==> src/hw/rtl/ilid_pkg.sv <==
// shared types, codes and widths for the indexed list block
`timescale 1ns / 1ps

package ilid_pkg;

    localparam int DATA_W      = 32;
    localparam int POS_W       = 6;
    localparam int FUNC_W      = 3;
    localparam int STATUS_W    = 2;
    localparam int ECOUNT_W    = 7;
    localparam int DEPTH_DFLT  = 64;

    // operation codes
    localparam logic [FUNC_W-1:0] FUNC_GET    = 3'd0;
    localparam logic [FUNC_W-1:0] FUNC_INSERT = 3'd1;
    localparam logic [FUNC_W-1:0] FUNC_HEAD   = 3'd2;
    localparam logic [FUNC_W-1:0] FUNC_TAIL   = 3'd3;
    localparam logic [FUNC_W-1:0] FUNC_DELETE = 3'd4;

    // status codes
    localparam logic [STATUS_W-1:0] ST_DONE    = 2'd0;
    localparam logic [STATUS_W-1:0] ST_BAD_POS = 2'd1;
    localparam logic [STATUS_W-1:0] ST_FULL    = 2'd2;

    // broadcast to every cell of the chain
    typedef struct packed {
        logic ins;
        logic del;
    } t_cell_ctl;

endpackage

==> src/hw/rtl/ilid_cell.sv <==
// one storage cell of the list chain, shifts towards or away from its neighbours
`timescale 1ns / 1ps

module ilid_cell #(
    parameter int IDX = 0,
    parameter int CW  = 7
) (
    input  logic                       i_clk,
    input  ilid_pkg::t_cell_ctl        i_ctl,
    input  logic [CW-1:0]              i_pos,
    input  logic [ilid_pkg::DATA_W-1:0] i_value,
    input  logic [ilid_pkg::DATA_W-1:0] i_left,
    input  logic [ilid_pkg::DATA_W-1:0] i_right,
    output logic [ilid_pkg::DATA_W-1:0] o_value
);
    import ilid_pkg::*;

    localparam logic [CW-1:0] MY_IDX = CW'(IDX);

    logic [DATA_W-1:0] r_value;
    logic [DATA_W-1:0] n_value;

    always_comb begin
        n_value = r_value;
        if (i_ctl.ins) begin
            if (MY_IDX > i_pos) begin
                n_value = i_left;
            end else if (MY_IDX == i_pos) begin
                n_value = i_value;
            end
        end else if (i_ctl.del) begin
            if (MY_IDX >= i_pos) begin
                n_value = i_right;
            end
        end
    end

    always_ff @(posedge i_clk) begin
        r_value <= n_value;
    end

    assign o_value = r_value;

endmodule

==> config.mk <==
export PLATFORM = sky130hd
export DESIGN_NAME = ilid_cell
export DESIGN_NICKNAME = d
export VERILOG_FILES = /design/src/hw/rtl/ilid_pkg.sv /design/src/hw/rtl/ilid_cell.sv
export SDC_FILE = /design/constraint.sdc
export NUM_CORES = 1
export LEC_CHECK = 0
export BUFFER_PORTS_ARGS = -buffer_cell sky130_fd_sc_hd__buf_2
export CAP_MARGIN = 10
export CORE_ASPECT_RATIO = 0.6
export CORE_MARGIN = 3
export CORE_UTILIZATION = 33
export DETAILED_ROUTE_END_ITERATION = 8
export HOLD_SLACK_MARGIN = 0.06
export PLACE_DENSITY = 0.85
export SLEW_MARGIN = 20
export SYNTH_ARGS = -nofsm -noshare
export SYNTH_HDL_FRONTEND = slang
export SYNTH_SLANG_ARGS = --single-unit
==> constraint.sdc <==
create_clock -name i_clk -period 1.6 [get_ports i_clk]
set_input_delay 0.16 -clock i_clk [delete_from_list [all_inputs] [get_ports i_clk]]
set_output_delay 0.16 -clock i_clk [all_outputs]
set_load 0.01 [all_outputs]
## Yosys cells after proc, flatten, opt, wreduce, memory -nomap -nowiden

Cells that the tools add are included.

- Order comparisons: 2
- Reductions and logical operators: 4
- Multiplexer cells: 5
- Equal/unequal tests: 1

Operators by type and width:

| cell | number |
|---|---|
| $mux 32 | 5 |
| $ge 1x7->1 const A | 1 |
| $gt 1x7->1 const A | 1 |
| $logic_not 7->1 | 1 |
| $reduce_bool 2->1 | 2 |
| $ne 3x1->1 const B | 1 |
| $reduce_and 3->1 | 1 |

- Output and inout port bits: 32
- Logic and storage cells: 13
- Bits in registers: 32

## Longest topological paths before layout

Gate-level depths: netlist (run 1).

- Depth after elaboration: 4
- Mapped depth: 3
- Depth with buffers taken out: 2

## Least setup slack after synthesis (run 1)

No wires, ideal clock.

- Kind: input -> register
- Start: input port i_pos[3]
- End: register r_value[0] (netlist: o_value[0]) (enable)
- Slack: 0.029 ns
- Arrival: 1.184 ns
- Data required time: 1.213 ns
- Stages: 2
- Path buffers: 0
- Cells stage by stage: nor4_1 > o211a_1

- Word-level cells in the longest chain between the ends: 3

Ends and longest elaborated chain:

| element | line | text |
|---|---|---|
| from (decl) | ilid_cell.sv:10 | `input logic [CW-1:0] i_pos,` |
| $gt 1x7->1, or another cell as far along | ilid_cell.sv:26 | `if (MY_IDX > i_pos) begin` |
| $ne 3x1->1 (no line) or $reduce_bool 2->1 (tied branches) | - |  |
| $reduce_and 3->1 (no line) * | - |  |
| to (signal assigned) | ilid_cell.sv:39 | `r_value <= n_value;` |
| to (decl) | ilid_cell.sv:20 | `logic [DATA_W-1:0] r_value;` |

Mark *: on every way between the ends. The rest lies on a longest branch, timed or not.
A chain may end at the register's enable or synchronous reset.

## Worst setup path in the final report (run 1)

- Start: input port i_pos[3]
- End: register r_value[2] (netlist: o_value[2]) (enable)

The elaborated chain is that of the path after synthesis.

==> flow_summary_export.csv, run 1 <==
group,metric,value,unit
run_status,outcome,"completed",
cells_and_area,drive_gt1_share,80.87,%
logic_synthesis,ys_seq_area_share,63.11,%
cells_and_area,largest_register_ffs,32,
grt,antenna_found_initial,0,
sta,drv_slew,0,
floorplanning,ios,138,
cells_and_area,nets,288,
worst_hold_path,whs_endpoint,"o_value[13]",
floorplanning,rows,18,
grt,grt_overflow,0,
drt,wl,3.313,mm
setup_path,crit_type,"in2reg",
sta,relSlewSlack,78.21,%
sta,timing.fmax,1008,MHz
place,place_congestion,0.6652,
place,portBuffers,105,
logic_synthesis,yosysTopAreaCell,"edfxtp_1",
clocking,cts_root_buf,"clkbuf_8",
setup_path,crit_arrival,0.97,ns
power_and_ir_drop,ir_drop,0.3050,mV
sta,fin_crit,0.9919,ns
place,hpwlAfterDp,2.624,mm
setup_path,crit_fanout,32,
setup_path,cp-end-kind,"register",
drt,drt_iter0_markers,10,
sta,tightest_slew,0.3268,ns
floorplanning,core_area,4279,um^2
cells_and_area,num_antenna_cells,0,
grt,grt_pass1_wl,4.712,mm
logic_synthesis,synthesis.nets,177,
logic_synthesis,avgSynthCellArea,21.45,um^2
cells_and_area,fillCellCount,385,
logic_synthesis,yosys_register_bits,32,
clocking,post_cts_buffers,0,
sta,final.period_utilization,61.99,%
clocking,cts_buffer_depth,2,
logic_synthesis,synth.distinct_cells,8,
clocking,cts_buffers,5,
power_and_ir_drop,powerDensity,864.9,nW/um^2
floorplanning,die_h,58.62,um
drt,drc,0,
worst_hold_path,worstHoldStart,"i_right[13]",
clocking,cts_tree,"done",
floorplanning,initial_core_util,35.58,%
sta,hold_viol_final,0,
clocking,ctsResizeCount,0,
worst_hold_path,hold_depth,2,
sta,fin_tns_setup,0,ns
logic_synthesis,syn_inst,71,
worst_hold_path,hold_class,"in2reg",
drt,via_per_inst,4.165,
grt,grtUsageTotal,11.81,%
clocking,cts.htree.levels,2,
setup_path,cp-start-kind,"input port",
sta,rsz0062_at_grt,"false",
clocking,clk_pin_slew_worst_paths,0.07,ns
cells_and_area,area_growth,46.01,%
setup_path,worstPathRequired,1.57,ns
drt,drtAntennaViolNets,0,
drt,route.vias.total,1012,
grt,grt_pass1_vias,998,
floorplanning,die-width,93.70,um
clocking,cts.sinks,32,
clocking,ctsHoldBuffers,0,
logic_synthesis,synth_area,1523,um^2
drt,dr.pass1.iters,2,
cells_and_area,final_common_cell,"buf_2",
floorplanning,die_area,5492,um^2
flow_run,drv_cap,0,
grt,grt_max_degree,33,
sta,hold-worst-slack,0.1820,ns
logic_synthesis,synth-warning-count,0,
logic_synthesis,synth.area.top_cells,"edfxtp_1 63%, mux2_4 29%, buf_12 3.9%",
cells_and_area,final_cell_mix,"105 x buf_2, 32 x edfxtp_1, 29 x mux2_4",
sta,setup_viol,0,
drt,wl_per_cell,13.63,um
logic_synthesis,synthDominantCellAreaShare,63.11,%
power_and_ir_drop,p_leak,1.046,nW
power_and_ir_drop,power.total,1.923,mW
Yosys cell counts (all sizes together):
library cell / n
nor3: 1
o211a: 1
edfxtp: 32
mux2: 32
buf: 4
nor4: 1
area by class of cell:
class | instances | area [um^2] | area share [%]
clock buffers | 5 | 68.82 | 3.095
clock inverters | 3 | 42.54 | 1.913
multi-input cells | 35 | 490.5 | 22.06
flip-flops and latches | 32 | 960.9 | 43.22
well taps | 60 | 75.07 | 3.376
repair buffers | 108 | 585.6 | 26.34
worst max-delay path, cell delays in order:
cell	delay, ns
buf_2	0.10
nor4_1	0.26
o211a_1	0.23
buf_12	0.21
power by group:
part	leakage (nW)	internal [mW]	switching, mW
combinational	0.704	0.165	0.0714
sequential	0.288	0.933	0.000900
clock	0.0541	0.460	0.292
per-layer routing:
metal  global-route usage, %  up-vias  part of all wire, %
met1                   12.85      444                   38
met3                   5.364        5                   14
met2                   20.59       63                   47
met4                   4.321        0                  1.2
met5                       0        -                    0
li1                        -      500                    -
worst max path at each step:
stage	start	endpoint	slack [ns]	cells after the start
2_1_floorplan	i_pos[3]	o_value[0]	0.03	2
4_1_cts	i_pos[3]	o_value[9]	0.61	4
5_1_grt	i_pos[3]	o_value[9]	0.58	4
6_report	i_pos[3]	o_value[2]	0.61	4
3_5_place_dp	i_pos[3]	o_value[3]	0.31	4
3_3_place_gp	i_pos[3]	o_value[3]	0.33	4
through the flow:
| stage | cells | utilization [%] | setup slack (ns) | area [um^2] |
|---|---|---|---|---|
| after floorplan | 71 | - | 0.02940 | 1523 |
| after global placement | 235 | 49.36 | 0.3261 | 2112 |
| after detailed placement | 235 | 49.36 | 0.3123 | 2112 |
| after CTS | 243 | 51.96 | 0.6100 | 2223 |
| after global routing | 243 | 51.96 | 0.5827 | 2223 |
| final | 243 | 51.96 | 0.6081 | 2223 |
cell families after synthesis:
logic type	count (synthesis)	share of synthesized area, %
compound gates	1	0.6574
simple gates	2	0.7395
mux	32	30.81
flops	32	63.11
buf+inv	4	4.684
Note: power is estimated with default switching activity, not from simulation.
==> run 2: changes to the inputs <==
==> constraint.sdc (replaced) <==
create_clock -name i_clk -period 0.9 [get_ports i_clk]
set_input_delay 0.09 -clock i_clk [delete_from_list [all_inputs] [get_ports i_clk]]
set_output_delay 0.09 -clock i_clk [all_outputs]
set_load 0.01 [all_outputs]
==> flow_summary_export.csv, run 2 (synthesized netlist as in run 1, its figures left out) <==
group,metric,value,unit
floorplanning,core_area,4279,um^2
place,hpwlAfterDp,2.636,mm
setup_path,worst_path_max_delay_cell,"edfxtp_1",
floorplanning,initial_core_util,35.58,%
setup_path,crit_arrival,0.81,ns
sta,setup_viol,0,
cells_and_area,layout.cells.non_filler,250,
drt,via_per_inst,4.252,
setup_path,crit_buf_inv,1,
place,dpl-instance-area,2207,um^2
setup_path,cp_top_family,"flip-flops",
clocking,cts_root_buf,"clkbuf_8",
setup_path,path_depth,1,
floorplanning,die_h,58.62,um
sta,timing.fmax,1114,MHz
place,place_congestion,0.6506,
drt,drt_iter0_markers,10,
setup_path,cp-end-kind,"output port",
cells_and_area,area_growth,50.04,%
worst_hold_path,hold_class,"in2reg",
setup_path,max_stage_delay,0.38,ns
clocking,clk_pin_slew_worst_paths,0.06,ns
cells_and_area,final_common_cell,"buf_2",
setup_path,startpoint,"o_value[29]",
floorplanning,rows,18,
sta,hold_viol_final,0,
clocking,cts.sinks,32,
cells_and_area,finalInstanceArea,2285,um^2
setup_path,endpoint,"o_value[29]",
grt,grtUsageTotal,11.66,%
clocking,cts_buffer_depth,2,
drt,route.vias.total,1063,
cells_and_area,num_antenna_cells,0,
clocking,cts.htree.levels,2,
grt,antenna_found_initial,0,
place,dp.cells,243,
run_status,outcome,"completed",
sta,rsz0062_at_grt,"true",
power_and_ir_drop,p_leak,1.073,nW
grt,grt_overflow,0,
power_and_ir_drop,ir_drop,0.5811,mV
clocking,cts_tree,"done",
floorplanning,die-width,93.70,um
setup_path,cp-start-kind,"register",
drt,drtAntennaViolNets,0,
drt,wl_per_cell,13.05,um
sta,relSlewSlack,83.78,%
grt,grt_max_degree,19,
sta,final.period_utilization,99.70,%
drt,wl,3.262,mm
drt,drc,0,
setup_path,worstPathRequired,0.81,ns
grt,grt_pass1_vias,1104,
setup_path,worstPathCellList,"buf_2",
power_and_ir_drop,powerDensity,1367,nW/um^2
sta,drv_slew,0,
drt,dr.pass1.iters,4,
setup_path,crit_fanout,1,
cells_and_area,final_cell_mix,"105 x buf_2, 32 x edfxtp_1, 29 x mux2_4",
setup_path,crit_type,"reg2out",
cells_and_area,nets,296,
clocking,cts_buffers,5,
place,portBuffers,105,
floorplanning,ios,138,
sta,fin_crit,0.8973,ns
floorplanning,die_area,5492,um^2
flow_run,drv_cap,0,
cells_and_area,drive_gt1_share,82.11,%
cells_and_area,largest_register_ffs,32,
sta,tightest_slew,0.2415,ns
grt,grt_pass1_wl,4.809,mm
run 2: changes by cell type in the layout (fill, tap and decap cells not counted), sizes merged:
| cell | change |
|---|---|
| buf | +8 |
| bufinv | -1 |
| clkinvlp | -1 |
| clkbuf | +1 |
run 2: worst min path at each step:
stage	start	to	cells past startpoint
CTS	i_right[29]	o_value[29]	2
global placement	i_right[17]	o_value[17]	2
detailed placement	i_value[24]	o_value[24]	2
global route	i_value[12]	o_value[12]	2
floorplan	i_value[10]	o_value[10]	1
finish	i_right[29]	o_value[29]	2
run 2: through the flow:
stage	hold WS [ns]	setup WS [ns]	TNS, ns	util, %	total power [mW]
after floorplan	0.3075	-0.1902	-6.088	-	1.948
after global placement	0.3911	-0.2521	-11.38	51.58	2.139
after detailed placement	0.3948	-0.2672	-12.21	51.58	2.151
after CTS	0.1025	-0.01718	-0.03814	53.39	3.166
after global routing	0.1011	-0.04007	-0.3874	53.39	3.262
final	0.1135	0.002732	0	53.39	3.123
run 2: what timing repair did:
action,CTS,global route
setup buffers,0,0
pin swaps,0,0
endpoints found under the setup margin,8,20
resized for setup,0,0
hold buffers,0,0
endpoints found under the hold margin,0,0
run 2: layout make-up:
cell class,instances,area [um^2]
fill,371,1994
timing repair buffer,116,658.1
clock inverter,1,5.005
tap,60,75.07
multi-input combinational,35,513.0
clock buffer,6,72.57
sequential,32,960.9
run 2: routing by layer:
| metal | GRT usage (%) | vias up | wire length [um] |
|---|---|---|---|
| met5 | 0 | - | 0 |
| met4 | 2.469 | 0 | 14 |
| met3 | 5.619 | 2 | 430 |
| met2 | 20.18 | 72 | 1515 |
| met1 | 13.29 | 474 | 1302 |
| li1 | - | 515 | - |
run 2: power breakdown:
group          total [mW]  switching (mW)  internal, mW
Clock                1.01           0.483         0.525
Sequential           1.66         0.00188          1.66
Combinational       0.453           0.138         0.316
